### src/hw/rtl/pwsc_pkg.sv
// ----------------------------------------------------------------------------
// Pulse width sorter counter package
// Shared widths, codes and item types of the sorter/counter block.
// ----------------------------------------------------------------------------
package pwsc_pkg;

  // Item counter width (8 to 32)
  localparam int CNT_W = 16;

  // Width arithmetic: tally (8) x modulo (16), then a signed width word
  localparam int TALLY_W = 8;
  localparam int PROD_W  = 24;
  localparam int WID_W   = 26;

  // Percentage divider: dividend is defective * 100
  localparam int PCT_SCALE  = 100;
  localparam int DIV_W      = CNT_W + 7;
  localparam int DIV_CNT_W  = $clog2(DIV_W);

  // Configuration reset values
  localparam logic [23:0]        MIN_WIDTH_RST  = 24'd30000;
  localparam logic [23:0]        MAX_WIDTH_RST  = 24'd50000;
  localparam logic [15:0]        MODULO_RST     = 16'd30000;
  localparam logic [TALLY_W-1:0] TLIMIT_RST     = 8'd2;
  localparam logic [TALLY_W-1:0] TALLY_MAX      = 8'd255;

  // Item commands
  typedef enum logic [2:0] {
    CMD_EDGE    = 3'd0,
    CMD_RUNSTOP = 3'd1,
    CMD_CLEAR   = 3'd2,
    CMD_SHOWSTD = 3'd3,
    CMD_SHOWOVR = 3'd4,
    CMD_SHOWUND = 3'd5,
    CMD_PERCENT = 3'd6,
    CMD_TICK    = 3'd7
  } cmd_e;

  // Message kinds
  typedef enum logic [2:0] {
    MSG_NONE    = 3'd0,
    MSG_STD     = 3'd1,
    MSG_OVER    = 3'd2,
    MSG_UNDER   = 3'd3,
    MSG_PERCENT = 3'd4,
    MSG_TIMEOUT = 3'd5
  } msg_e;

  // Configuration register indexes
  typedef enum logic [1:0] {
    REG_MIN_WIDTH = 2'd0,
    REG_MAX_WIDTH = 2'd1,
    REG_MODULO    = 2'd2,
    REG_TLIMIT    = 2'd3
  } cfg_reg_e;

  // Input item
  typedef struct packed {
    logic [2:0]  cmd;
    logic [15:0] capture_value;
  } in_t;

  // Result item
  typedef struct packed {
    logic        belt_on;
    logic        sensor_led;
    logic        passed_led;
    logic        defect_led;
    logic [2:0]  msg_kind;
    logic [15:0] shown_value;
    logic        timed_out;
  } out_t;

  // Controller to datapath commands
  typedef struct packed {
    logic load_item;
    logic exec;
    logic mul;
    logic meas;
    logic div_init;
    logic div_step;
    logic pct;
    logic load_out;
  } ctl_t;

  // Datapath to controller status
  typedef struct packed {
    logic [2:0] cmd;
    logic       running;
    logic       awaiting;
    logic       total_zero;
    logic       div_last;
  } stat_t;

endpackage

### src/hw/rtl/pwsc_div.sv
// ----------------------------------------------------------------------------
// Percentage divider
// Restoring divider, one quotient bit per cycle while step is high.
// ----------------------------------------------------------------------------
module pwsc_div
  import pwsc_pkg::*;
(
  input  logic             clk,
  input  logic             rst_n,
  input  logic             start,
  input  logic             step,
  input  logic [DIV_W-1:0] dividend,
  input  logic [CNT_W-1:0] divisor,
  output logic [DIV_W-1:0] quotient,
  output logic             last
);

  logic [CNT_W-1:0]     rem_r;
  logic [DIV_W-1:0]     quo_r;
  logic [DIV_CNT_W-1:0] cnt_r;
  logic [CNT_W:0]       rem_sh;
  logic [CNT_W:0]       rem_sub;
  logic                 ge;

  // trial subtract of the shifted remainder
  always_comb begin
    rem_sh  = {rem_r, quo_r[DIV_W-1]};
    ge      = rem_sh >= {1'b0, divisor};
    rem_sub = rem_sh - {1'b0, divisor};
  end

  // remainder and quotient shift registers
  always_ff @(posedge clk) begin
    if (start) begin
      rem_r <= '0;
      quo_r <= dividend;
    end else if (step) begin
      rem_r <= ge ? rem_sub[CNT_W-1:0] : rem_sh[CNT_W-1:0];
      quo_r <= {quo_r[DIV_W-2:0], ge};
    end
  end

  // step counter
  always_ff @(posedge clk) begin
    if (!rst_n) begin
      cnt_r <= '0;
    end else if (start) begin
      cnt_r <= DIV_CNT_W'(DIV_W - 1);
    end else if (step && cnt_r != '0) begin
      cnt_r <= cnt_r - 1'b1;
    end
  end

  assign quotient = quo_r;
  assign last     = (cnt_r == '0);

endmodule

### src/hw/rtl/pwsc_datapath.sv
// ----------------------------------------------------------------------------
// Sorter datapath
// Configuration, belt state, counters, width arithmetic and result registers.
// ----------------------------------------------------------------------------
module pwsc_datapath
  import pwsc_pkg::*;
(
  input  logic        clk,
  input  logic        rst_n,
  input  logic        cfg_we,
  input  logic [1:0]  cfg_addr,
  input  logic [23:0] cfg_wdata,
  input  in_t         in_data,
  input  ctl_t        ctl,
  output stat_t       stat,
  output out_t        out_data
);

  // configuration
  logic [23:0]        min_w_r;
  logic [23:0]        max_w_r;
  logic [15:0]        mod_r;
  logic [TALLY_W-1:0] tlim_r;

  // belt state and counters
  logic               running_r, running_nxt;
  logic               await_r, await_nxt;
  logic [15:0]        first_r, first_nxt;
  logic [TALLY_W-1:0] tally_r, tally_nxt;
  logic [CNT_W-1:0]   total_r, total_nxt;
  logic [CNT_W-1:0]   std_r, std_nxt;
  logic [CNT_W-1:0]   over_r, over_nxt;
  logic [CNT_W-1:0]   under_r, under_nxt;
  logic [CNT_W-1:0]   def_r, def_nxt;
  logic [2:0]         led_r, led_nxt;

  // payload
  in_t                item_r;
  logic [PROD_W-1:0]  prod_r;
  out_t               res_r, res_nxt;
  out_t               out_r;

  logic [PROD_W-1:0]  prod_c;
  logic [WID_W-1:0]   width_c;
  logic               neg_c, is_std, is_over;
  logic [TALLY_W-1:0] tally_inc;
  logic [DIV_W-1:0]   dividend_c;
  logic [DIV_W-1:0]   quo;
  logic               div_last;
  logic               sat;
  logic [2:0]         kind;
  logic [15:0]        shown;
  logic               tout;

  // configuration writes
  always_ff @(posedge clk) begin
    if (!rst_n) begin
      min_w_r <= MIN_WIDTH_RST;
      max_w_r <= MAX_WIDTH_RST;
      mod_r   <= MODULO_RST;
      tlim_r  <= TLIMIT_RST;
    end else if (cfg_we) begin
      unique case (cfg_addr)
        REG_MIN_WIDTH: min_w_r <= cfg_wdata;
        REG_MAX_WIDTH: max_w_r <= cfg_wdata;
        REG_MODULO:    mod_r   <= cfg_wdata[15:0];
        REG_TLIMIT:    tlim_r  <= cfg_wdata[TALLY_W-1:0];
        default: ;
      endcase
    end
  end

  // overflow periods in timer counts
  assign prod_c = {16'b0, tally_r} * {8'b0, mod_r};

  // width = capture + tally * modulo - first capture, signed
  always_comb begin
    width_c = WID_W'(item_r.capture_value) + WID_W'(prod_r) - WID_W'(first_r);
    neg_c   = width_c[WID_W-1];
    is_std  = !neg_c && (width_c >= WID_W'(min_w_r)) && (width_c <= WID_W'(max_w_r));
    is_over = !neg_c && (width_c > WID_W'(max_w_r));
  end

  assign tally_inc  = (tally_r == TALLY_MAX) ? TALLY_MAX : tally_r + 1'b1;
  assign dividend_c = DIV_W'(def_r) * DIV_W'(PCT_SCALE);
  assign sat        = (DIV_W > 16) && ((quo >> 16) != '0);

  pwsc_div u_div (
    .clk      (clk),
    .rst_n    (rst_n),
    .start    (ctl.div_init),
    .step     (ctl.div_step),
    .dividend (dividend_c),
    .divisor  (total_r),
    .quotient (quo),
    .last     (div_last)
  );

  // next state and result of the current step
  always_comb begin
    running_nxt = running_r;
    await_nxt   = await_r;
    first_nxt   = first_r;
    tally_nxt   = tally_r;
    total_nxt   = total_r;
    std_nxt     = std_r;
    over_nxt    = over_r;
    under_nxt   = under_r;
    def_nxt     = def_r;
    led_nxt     = led_r;
    kind        = MSG_NONE;
    shown       = '0;
    tout        = 1'b0;
    res_nxt     = res_r;

    if (ctl.exec) begin
      unique case (item_r.cmd)
        CMD_EDGE: begin
          // first edge of a pulse; the second goes through the measure path
          if (running_r && !await_r) begin
            tally_nxt = '0;
            await_nxt = 1'b1;
            first_nxt = item_r.capture_value;
            led_nxt   = {led_r[2], 2'b01};
          end
        end
        CMD_RUNSTOP: begin
          running_nxt = !running_r;
          if (running_r) led_nxt = '0;
        end
        CMD_CLEAR: begin
          if (!running_r) total_nxt = '0;
        end
        CMD_SHOWSTD: begin
          kind  = MSG_STD;
          shown = 16'(std_r);
        end
        CMD_SHOWOVR: begin
          kind  = MSG_OVER;
          shown = 16'(over_r);
        end
        CMD_SHOWUND: begin
          kind  = MSG_UNDER;
          shown = 16'(under_r);
        end
        CMD_PERCENT: begin
          // zero total only; otherwise the divider path
          kind  = MSG_PERCENT;
          shown = '0;
        end
        CMD_TICK: begin
          tally_nxt = tally_inc;
          if (tally_inc > tlim_r) begin
            tally_nxt   = '0;
            running_nxt = 1'b0;
            led_nxt     = '0;
            kind        = MSG_TIMEOUT;
            tout        = 1'b1;
          end
        end
        default: ;
      endcase
    end

    // second edge: classify and count
    if (ctl.meas) begin
      await_nxt = 1'b0;
      tally_nxt = '0;
      total_nxt = total_r + 1'b1;
      if (is_std) begin
        std_nxt = std_r + 1'b1;
        kind    = MSG_STD;
        shown   = 16'(std_nxt);
        led_nxt = 3'b010;
      end else begin
        def_nxt = def_r + 1'b1;
        led_nxt = 3'b110;
        if (is_over) over_nxt  = over_r + 1'b1;
        else         under_nxt = under_r + 1'b1;
      end
    end

    // defect percentage, saturated
    if (ctl.pct) begin
      kind  = MSG_PERCENT;
      shown = sat ? 16'hFFFF : 16'(quo);
    end

    if (ctl.exec || ctl.meas || ctl.pct) begin
      res_nxt = '{belt_on:     running_nxt,
                  sensor_led:  led_nxt[0],
                  passed_led:  led_nxt[1],
                  defect_led:  led_nxt[2],
                  msg_kind:    kind,
                  shown_value: shown,
                  timed_out:   tout};
    end
  end

  // state registers
  always_ff @(posedge clk) begin
    if (!rst_n) begin
      running_r <= 1'b0;
      await_r   <= 1'b0;
      first_r   <= '0;
      tally_r   <= '0;
      total_r   <= '0;
      std_r     <= '0;
      over_r    <= '0;
      under_r   <= '0;
      def_r     <= '0;
      led_r     <= '0;
    end else begin
      running_r <= running_nxt;
      await_r   <= await_nxt;
      first_r   <= first_nxt;
      tally_r   <= tally_nxt;
      total_r   <= total_nxt;
      std_r     <= std_nxt;
      over_r    <= over_nxt;
      under_r   <= under_nxt;
      def_r     <= def_nxt;
      led_r     <= led_nxt;
    end
  end

  // payload registers
  always_ff @(posedge clk) begin
    if (ctl.load_item) item_r <= in_data;
    if (ctl.mul)       prod_r <= prod_c;
    res_r <= res_nxt;
    if (ctl.load_out)  out_r  <= res_r;
  end

  assign stat = '{cmd:        item_r.cmd,
                  running:    running_r,
                  awaiting:   await_r,
                  total_zero: (total_r == '0),
                  div_last:   div_last};

  assign out_data = out_r;

  // defective count always tracks over plus under
  a_def_sum: assert property (@(posedge clk) disable iff (!rst_n)
    CNT_W'(over_r + under_r) == def_r)
    else $error("defective count out of step with over and under");

  // a stopped belt shows no LEDs
  a_led_stop: assert property (@(posedge clk) disable iff (!rst_n)
    !running_r |-> led_r == '0)
    else $error("LED lit while belt stopped");

  // a timeout result always reports a stopped belt
  a_tout: assert property (@(posedge clk) disable iff (!rst_n)
    $past(ctl.exec) && res_r.timed_out |->
      !res_r.belt_on && res_r.msg_kind == MSG_TIMEOUT)
    else $error("timeout result inconsistent");

endmodule

### src/hw/rtl/pwsc_ctrl.sv
// ----------------------------------------------------------------------------
// Sorter controller
// Sequences one item at a time and owns both handshakes.
// ----------------------------------------------------------------------------
module pwsc_ctrl
  import pwsc_pkg::*;
(
  input  logic  clk,
  input  logic  rst_n,
  input  logic  in_valid,
  output logic  in_ready,
  output logic  out_valid,
  input  logic  out_ready,
  input  stat_t stat,
  output ctl_t  ctl
);

  typedef enum logic [6:0] {
    S_IDLE = 7'b0000001,
    S_DEC  = 7'b0000010,
    S_MUL  = 7'b0000100,
    S_MEAS = 7'b0001000,
    S_DIV  = 7'b0010000,
    S_PCT  = 7'b0100000,
    S_OUT  = 7'b1000000
  } state_t;

  state_t state_r, state_nxt;
  logic   out_valid_r, out_valid_nxt;
  logic   out_free;

  assign out_free = !out_valid_r || out_ready;

  // sequencer
  always_comb begin
    state_nxt = state_r;
    ctl       = '0;
    in_ready  = 1'b0;
    unique case (state_r)
      S_IDLE: begin
        in_ready = 1'b1;
        if (in_valid) begin
          ctl.load_item = 1'b1;
          state_nxt     = S_DEC;
        end
      end
      S_DEC: begin
        if (stat.cmd == CMD_EDGE && stat.running && stat.awaiting) begin
          ctl.mul   = 1'b1;
          state_nxt = S_MUL;
        end else if (stat.cmd == CMD_PERCENT && !stat.total_zero) begin
          ctl.div_init = 1'b1;
          state_nxt    = S_DIV;
        end else begin
          ctl.exec  = 1'b1;
          state_nxt = S_OUT;
        end
      end
      S_MUL: begin
        state_nxt = S_MEAS;
      end
      S_MEAS: begin
        ctl.meas  = 1'b1;
        state_nxt = S_OUT;
      end
      S_DIV: begin
        ctl.div_step = 1'b1;
        if (stat.div_last) state_nxt = S_PCT;
      end
      S_PCT: begin
        ctl.pct   = 1'b1;
        state_nxt = S_OUT;
      end
      S_OUT: begin
        if (out_free) begin
          ctl.load_out = 1'b1;
          state_nxt    = S_IDLE;
        end
      end
      default: state_nxt = S_IDLE;
    endcase
  end

  // output register valid flag
  always_comb begin
    out_valid_nxt = out_valid_r;
    if (out_ready)    out_valid_nxt = 1'b0;
    if (ctl.load_out) out_valid_nxt = 1'b1;
  end

  always_ff @(posedge clk) begin
    if (!rst_n) begin
      state_r     <= S_IDLE;
      out_valid_r <= 1'b0;
    end else begin
      state_r     <= state_nxt;
      out_valid_r <= out_valid_nxt;
    end
  end

  assign out_valid = out_valid_r;

  // an accepted item is decoded next
  a_acc_dec: assert property (@(posedge clk) disable iff (!rst_n)
    in_valid && in_ready |=> state_r == S_DEC)
    else $error("accepted item not decoded");

  // a new result only appears from the output state
  a_out_src: assert property (@(posedge clk) disable iff (!rst_n)
    ctl.load_out |=> out_valid_r && $past(state_r) == S_OUT)
    else $error("result loaded outside output state");

  // a waiting result is never overwritten
  a_no_over: assert property (@(posedge clk) disable iff (!rst_n)
    out_valid_r && !out_ready |-> !ctl.load_out)
    else $error("pending result overwritten");

endmodule

### src/hw/rtl/pulse_width_sorter_counter_top.sv
// ----------------------------------------------------------------------------
// Pulse width sorter counter
// Conveyor item sorter: pairs sensor edges, measures pulse widths, keeps
// counts and reports the defect percentage and overflow timeouts.
//
//   channel  ports                              direction
//   in       in_valid, in_ready, in_data        item in (cmd, capture_value)
//   out      out_valid, out_ready, out_data     one result per item
//   cfg      cfg_we, cfg_addr, cfg_wdata        register write, no wait
//
// Buttons, first edges and ticks pass through the decode and output states; an
// edge that closes a pulse also passes the multiply and measure states (tally x
// modulo product, then classify). A defect percentage of a nonzero total runs
// the bit-serial divider in the divide state, then the percentage and output
// states. The output register frees the input side: a stalled result holds back
// only the item after it, in its final state.
// Reset is synchronous and active low; no clearing pass is needed.
// ----------------------------------------------------------------------------
module pulse_width_sorter_counter_top
  import pwsc_pkg::*;
(
  input  logic        clk,
  input  logic        rst_n,
  input  logic        in_valid,
  output logic        in_ready,
  input  in_t         in_data,
  output logic        out_valid,
  input  logic        out_ready,
  output out_t        out_data,
  input  logic        cfg_we,
  input  logic [1:0]  cfg_addr,
  input  logic [23:0] cfg_wdata
);

  ctl_t  ctl;
  stat_t stat;

  pwsc_ctrl u_ctrl (
    .clk       (clk),
    .rst_n     (rst_n),
    .in_valid  (in_valid),
    .in_ready  (in_ready),
    .out_valid (out_valid),
    .out_ready (out_ready),
    .stat      (stat),
    .ctl       (ctl)
  );

  pwsc_datapath u_dp (
    .clk       (clk),
    .rst_n     (rst_n),
    .cfg_we    (cfg_we),
    .cfg_addr  (cfg_addr),
    .cfg_wdata (cfg_wdata),
    .in_data   (in_data),
    .ctl       (ctl),
    .stat      (stat),
    .out_data  (out_data)
  );

endmodule

### config.mk
export PLATFORM = sky130hd
export DESIGN_NAME = pulse_width_sorter_counter_top
export DESIGN_NICKNAME = d
export VERILOG_FILES = /design/src/hw/rtl/pwsc_pkg.sv /design/src/hw/rtl/pwsc_div.sv /design/src/hw/rtl/pwsc_datapath.sv /design/src/hw/rtl/pwsc_ctrl.sv /design/src/hw/rtl/pulse_width_sorter_counter_top.sv
export SDC_FILE = /design/constraint.sdc
export NUM_CORES = 1
export LEC_CHECK = 0
export ABC_AREA = 1
export ABC_CLOCK_PERIOD_IN_PS = 12000
export BUFFER_PORTS_ARGS = -buffer_cell sky130_fd_sc_hd__buf_2
export CORE_UTILIZATION = 50
export CTS_CLUSTER_SIZE = 20
export DETAILED_ROUTE_END_ITERATION = 7
export HOLD_SLACK_MARGIN = 0.08
export PLACE_DENSITY = 0.66
export SLEW_MARGIN = 20
export SYNTH_ARGS = -nofsm -noshare
export SYNTH_HDL_FRONTEND = slang
export SYNTH_SLANG_ARGS = --single-unit
### constraint.sdc
create_clock -name clk -period 12 [get_ports clk]
set_input_delay 3 -clock clk [delete_from_list [all_inputs] [get_ports clk]]
set_output_delay 3 -clock clk [all_outputs]
set_load 0.01 [all_outputs]
==> results.json, run 1 <==
{
  "outcome": "completed",
  "grt_max_degree": 83,
  "max_freq_mhz": 166,
  "diodes": 0,
  "p_total_w": 0.00289,
  "hold_end": "u_dp.out_data[8]",
  "setup_viol": 0,
  "fp-row-count": 79,
  "r2r-end": "u_dp.under_r[7]",
  "min_from": "u_dp.res_r[8]",
  "worstPathRequired_ns": 12.39,
  "layoutNonFillerInstCount": 3704,
  "worst_slew_pin_slew_ns": 1.07,
  "core_sq_um": 46600,
  "start_util": 0.507,
  "pin_count": 76,
  "layout_setup_ws_ns": 5.99,
  "pwr_density_cell_nw_per_um2": 112,
  "regArea_sq_um": 7610,
  "io_buffers": 75,
  "dr.pass1.iters": 5,
  "fillers": 4347,
  "cts_num_sinks": 324,
  "cp.arrival_ns": 6.40,
  "cts_tree": "built",
  "vias_per_cell": 5.39,
  "synth_top_area_frac": 0.180,
  "p_leak_nw": 12.2,
  "hold_path_class": "reg2reg",
  "crit_path_max_fanout": 18,
  "setup.worst_path.class": "reg2reg",
  "rsz0062_at_grt": "no",
  "wl_per_cell_um": 16.8,
  "cts_root_buffer": "clkbuf_16",
  "startpoint_type": "flop",
  "multi_input_area_sq_um": 13600,
  "drv_slew": 0,
  "cts_hold_buf": 0,
  "syn_inst": 3043,
  "layout-drive-gt1-share": 0.0746,
  "fin_util": 0.553,
  "rr_worst_depth": 36,
  "timing.final.crit_share": 0.501,
  "dp_slack_ns": 6.10,
  "grt.total_usage": 0.260,
  "relSlewSlack": 0.281,
  "place_inst": 3632,
  "synth_edf_count": 112,
  "grt_overflow": 0,
  "cpMostUsedCell": "nand2_1",
  "ys_types": 64,
  "layout.nets": 3423,
  "dieArea_sq_um": 48100,
  "ir_drop_uv": 119,
  "r2r_setup_slack_ns": 5.99,
  "wl_um": 62300,
  "synth.area.top_cells": "dfxtp_1, edfxtp_1, ha_1, nand2_1, fa_1",
  "ant_nets": 0,
  "die_y_um": 219,
  "synth.largest_area_cell": "dfxtp_1",
  "syn2layout_area_growth_pct": 9.06,
  "cts.clk_slew.worst_paths_ns": 0.06,
  "syn_nets": 3400,
  "grt_pass1_vias": 19500,
  "finClkSkew_ns": 0.0270,
  "maxCapViolCount": 0,
  "antenna_found_initial": 0,
  "synth_area_sq_um": 23600,
  "cts_resized": 0,
  "synth_ff_type": "dfxtp_1",
  "ys_ff_latch": 324,
  "report.final.hold_viol_count": 0,
  "syn_area_per_cell_sq_um": 7.76,
  "slowest_delay_ns": 0.63,
  "drc": 0,
  "drt_iter0_markers": 1516,
  "min_path_cells": 0,
  "gp_congestion": 0.958,
  "grt_pass1_wl_um": 99300,
  "endpoint_kind": "flop",
  "r2r_start": "u_dp.item_r[0]",
  "ys_seq_area_frac": 0.322,
  "die_w_um": 219,
  "async_flop_share": 0,
  "numCtsBuffers": 39,
  "vias": 20000,
  "worst_path_max_delay_cell": "o21ai_2",
  "h-tree-depth": 2,
  "setup_tns_ns": 0,
  "min_period_ns": 6.01,
  "clk_latency_ns": 0.58,
  "cts_buffer_depth": 3,
  "post-cts-setup-buffers": 0,
  "synth_warnings": 0,
  "dp_hpwl_um": 47500
}
[worst max path at each step]
stage,startpoint,to,slack [ns],cells after the start
after floorplan,u_dp.tally_r[4],u_dp.prod_r[22],6.87,19
after global placement,u_dp.item_r[0],u_dp.under_r[12],6.25,33
after detailed placement,u_dp.item_r[0],u_dp.under_r[2],6.10,31
after CTS,u_dp.item_r[0],u_dp.under_r[7],6.06,31
after global routing,u_dp.item_r[0],u_dp.under_r[8],5.44,35
final,u_dp.item_r[0],u_dp.under_r[7],5.99,36
[placed cells by master, fill, tap and decap left out, types with 5 or more instances in the layout]
master / count
a21boi_0: 5
a21oi_2: 9
clkinv_2: 7
buf_4: 8
o21bai_1: 5
nor3_1: 38
nor2_1: 188
clkbuf_16: 40
nand3b_1: 5
a21o_1: 8
a221oi_1: 10
edfxtp_1: 112
a211oi_1: 30
nand3_1: 101
nand2_2: 21
a21oi_1: 216
xor2_1: 91
nand2_1: 676
fa_1: 98
ha_1: 209
inv_1: 510
nand4_1: 49
xnor2_1: 38
dfxtp_1: 212
nor2_2: 10
or2_2: 6
a31oi_1: 9
nor4_1: 15
inv_2: 10
clkbuf_1: 5
and2_1: 5
o21ai_1: 5
buf_2: 75
a22o_1: 6
clkbuf_8: 7
o21ai_0: 171
o221ai_1: 8
o211ai_1: 19
[report_power, final]
| group | total, W | switching [W] | internal (W) | leakage, nW |
|---|---|---|---|---|
| clock network | 0.00125 | 0.000499 | 0.000747 | 0.666 |
| registers | 0.00119 | 0.0000251 | 0.00117 | 2.76 |
| logic | 0.000455 | 0.000306 | 0.000149 | 8.74 |
[worst max-delay path, delay by kind of cell (launching register included)]
kind | cells | cell delay, ns
compound gates | 5 | 1.13
xor+xnor | 2 | 0.37
fa+ha+maj | 4 | 1.28
buf+inv | 3 | 0.24
flops | 1 | 0.37
simple gates | 22 | 2.47
[cell type report]
cell class	count	share of cell area
multi-input cells	2094	0.529
clock inverters	20	0.00932
inverters	524	0.0764
well taps	607	0.0295
flip-flops and latches	324	0.295
repair buffers	83	0.0169
clock buffers	52	0.0433
[per-stage QoR]
step / hold WS [ns] / instance area (sq um)
CTS: 0.398 / 25800
global route: 0.414 / 25800
detailed placement: 0.408 / 24400
floorplan: 0.400 / 23600
global placement: 0.402 / 24400
finish: 0.403 / 25800
[state kept, by name, indices dropped and copies added (netlist names), 23 cells and up]
signal / count
u_dp.max_w_r: 24
u_dp.min_w_r: 24
u_dp.u_div.quotient: 23
u_dp.prod_r: 24
u_dp.out_data: 24
u_dp.res_r: 24
[per-layer routing]
metal	vias to the layer above	GRT usage	wire, um
met2	530	0.415	27800
met4	0	0.0681	1160
li1	9911	-	-
met1	9428	0.365	29500
met3	87	0.0403	3840
met5	-	0	0
[cell usage after synthesis, types with 10 or more instances]
cell type  count
nor2_1       192
ha_1         209
dfxtp_1      212
edfxtp_1     112
o21ai_0      171
nand2_1      677
xor2_1        91
o211ai_1      19
nand4_1       49
a221oi_1      10
a21oi_1      216
nand3_1      101
xnor2_1       38
inv_2         11
clkbuf_1      80
nor4_1        15
nand2_2       20
a211oi_1      30
fa_1          98
inv_1        510
nor3_1        40
[logic make-up (layout without fill, tap and decap cells)]
| kind of cell | Yosys count | in the layout | synth area share |
|---|---|---|---|
| AOI/OAI and AO/OA | 520 | 520 | 0.126 |
| xor gates and xnor gates | 129 | 129 | 0.0478 |
| adders and majority gates | 307 | 307 | 0.194 |
| buffers and inverters | 625 | 679 | 0.102 |
| DFF | 324 | 324 | 0.322 |
| and+or+nand+nor | 1138 | 1138 | 0.209 |
Note: power is estimated with default switching activity, not from simulation.
==> run 2, diff against run 1 <==
Settings changed: ABC_AREA 1 to 0, ABC_CLOCK_PERIOD_IN_PS 12000 to 4800, PLACE_DENSITY 0.66 to 0.69.
Clock period 12 ns to 4.8 ns, I/O delays scaled along.
==> results.json, run 2 <==
{
  "outcome": "finished with violations",
  "violations": "negative setup slack",
  "async_flop_share": 0,
  "syn_nets": 2970,
  "diodes": 0,
  "ys_types": 81,
  "maxCapViolCount": 0,
  "cts_buffer_depth": 3,
  "p_sw_w": 0.00179,
  "dieArea_sq_um": 46500,
  "fin_util": 0.632,
  "vias_per_cell": 5.53,
  "io_buffers": 75,
  "antenna_found_initial": 0,
  "crit_family": "simple AND/OR/NAND/NOR gates",
  "synth_compound_area_frac": 0.133,
  "ys_ff_latch": 324,
  "synth-simple-area-share": 0.198,
  "cp.arrival_ns": 6.75,
  "drc": 0,
  "crit_path_max_fanout": 8,
  "wl_um": 62300,
  "crit_path_end": "u_dp.over_r[8]",
  "wl_per_cell_um": 17.6,
  "r2r_start": "u_dp.item_r[0]",
  "worstPathRequired_ns": 5.21,
  "p_total_w": 0.00693,
  "synth.largest_area_cell": "dfxtp_1",
  "switching_share": 0.258,
  "setup.worst_path.class": "reg2reg",
  "grt.total_usage": 0.264,
  "startpoint_type": "flop",
  "final_cell_mix": "nand2_1, inv_1, buf_4",
  "layout-drive-gt1-share": 0.206,
  "gp_congestion": 0.972,
  "synth.area.top_cells": "dfxtp_1, edfxtp_1, ha_1, fa_1, nand2_1",
  "crit_buf_inv": 3,
  "core_sq_um": 44600,
  "layoutNonFillerInstCount": 3533,
  "cp-startpoint": "u_dp.item_r[0]",
  "vias": 19500,
  "die_w_um": 216,
  "hold_path_class": "reg2reg",
  "dp_hpwl_um": 46500,
  "p_leak_nw": 12.6,
  "ant_nets": 0,
  "finClkSkew_ns": 0.0147,
  "grt_overflow": 0,
  "internal_power_w": 0.00514,
  "dr.pass1.iters": 5,
  "endpoint_kind": "flop",
  "report.final.hold_viol_count": 0,
  "synth_ff_type": "dfxtp_1",
  "synth.area.mux_share": 0.0241,
  "timing.final.crit_share": 1.32,
  "rr_worst_depth": 30,
  "layout.nets": 3269,
  "worst_slew_pin_slew_ns": 1.11,
  "layout_setup_ws_ns": -1.53,
  "pwr_density_cell_nw_per_um2": 246,
  "place_inst": 3417,
  "setup_viol": 85,
  "synth_edf_count": 112,
  "min_from": "u_dp.res_r[9]",
  "slowest_delay_ns": 0.53,
  "grt_max_degree": 75,
  "numCtsBuffers": 39,
  "pwr-share-clk": 0.432,
  "synth_area_sq_um": 22800,
  "ir_drop_uv": 316,
  "drv_slew": 0,
  "synth_top_area_frac": 0.186,
  "syn_inst": 2613,
  "p_comb_frac": 0.143,
  "synth_xor_area_frac": 0.0506,
  "layout_commonest_cell": "nand2_1",
  "die_y_um": 216,
  "r2r-end": "u_dp.over_r[8]",
  "worstSetupPathDepth": 30,
  "drt_iter0_markers": 1236,
  "relSlewSlack": 0.259,
  "grt_pass1_vias": 19500,
  "yosys.area_share.adder": 0.200,
  "h-tree-depth": 2,
  "syn2layout_area_growth_pct": 23.4,
  "worst_path_max_delay_cell": "or4_4",
  "ys_seq_area_frac": 0.333,
  "fillers": 3645,
  "syn_area_per_cell_sq_um": 8.74,
  "cts_root_buffer": "clkbuf_16",
  "p_seq_frac": 0.425,
  "fp-row-count": 77,
  "r2r_setup_slack_ns": -1.53,
  "max_freq_mhz": 158,
  "rsz0062_at_grt": "yes",
  "synth.most_common_cell": "nand2_1",
  "clk_latency_ns": 0.56,
  "ys_top_cells_by_count": "nand2_1, inv_1, dfxtp_1, ha_1, nor2_1",
  "pin_count": 76,
  "synth_top_family_by_area": "adder cells",
  "start_util": 0.512,
  "cts.clk_slew.worst_paths_ns": 0.06,
  "cts_num_sinks": 324,
  "cts_tree": "built",
  "dp_slack_ns": -1.67,
  "min_period_ns": 6.33,
  "grt_pass1_wl_um": 99100,
  "synth_warnings": 0
}
## run 2: changes by cell type in the layout (fill, tap and decap cells not counted), sizes merged, moves of 53 or more
cell and delta:
inv -255, o21ai -59, mux2i +55, buf +276, a21oi -53, nand2 -340, and2 +64
## run 2: logic make-up (layout without fill, tap and decap cells)
family	count (synthesis)	in the layout
xor+xnor	132	132
flops	324	324
simple gates	944	944
fa+ha+maj	307	307
mux	55	55
buf+inv	369	697
compound gates	482	482
## run 2: power groups by stage
stage               sequential [W]  combinational (W)  clock, W
detailed placement         0.00300           0.000942         0
CTS                        0.00294           0.000957   0.00304
global placement           0.00300           0.000919         0
global route               0.00294            0.00109   0.00314
floorplan                  0.00298           0.000545         0
finish                     0.00294           0.000994   0.00299
## run 2: worst min-delay path by stage
| stage | to | slack [ns] | cells past startpoint |
|---|---|---|---|
| 6_report | u_dp.out_data[9] | 0.42 | 0 |
| 5_1_grt | u_dp.out_data[19] | 0.42 | 0 |
| 4_1_cts | u_dp.out_data[19] | 0.42 | 0 |
| 3_5_place_dp | u_dp.out_data[9] | 0.41 | 0 |
| 3_3_place_gp | u_dp.out_data[8] | 0.40 | 0 |
| 2_1_floorplan | u_dp.out_data[0] | 0.40 | 0 |
## run 2: final cells by class
type | instances | area, sq um | share of cell area
sequential | 324 | 7640 | 0.271
clock buffer | 50 | 1030 | 0.0364
clock inverter | 20 | 250 | 0.00888
tap | 592 | 741 | 0.0263
multi-input combinational | 1920 | 14800 | 0.527
inverter | 267 | 1000 | 0.0356
timing repair buffer | 360 | 2690 | 0.0952
## run 2: what timing repair did
item	in CTS	in global routing
buffers inserted	19	28
resized for setup	99	88
pin swaps	70	75
endpoints found under the setup margin	89	87
hold endpoints to repair	0	0
gates cloned	0	1
hold buffers	0	0
## run 2: metal layers
metal	track usage	share of wire
met1	0.332	0.43
met2	0.462	0.49
met3	0.0333	0.051
met4	0.0986	0.033
met5	0	0
## run 2: stage by stage
stage / area (sq um) / hold WS (ns) / TNS [ns]
after global routing: 28200 / 0.420 / -140.19
after CTS: 27500 / 0.420 / -113.34
after floorplan: 23200 / 0.400 / -74.78
after global placement: 25700 / 0.401 / -111.80
after detailed placement: 25700 / 0.406 / -118.69
final: 28200 / 0.423 / -119.14
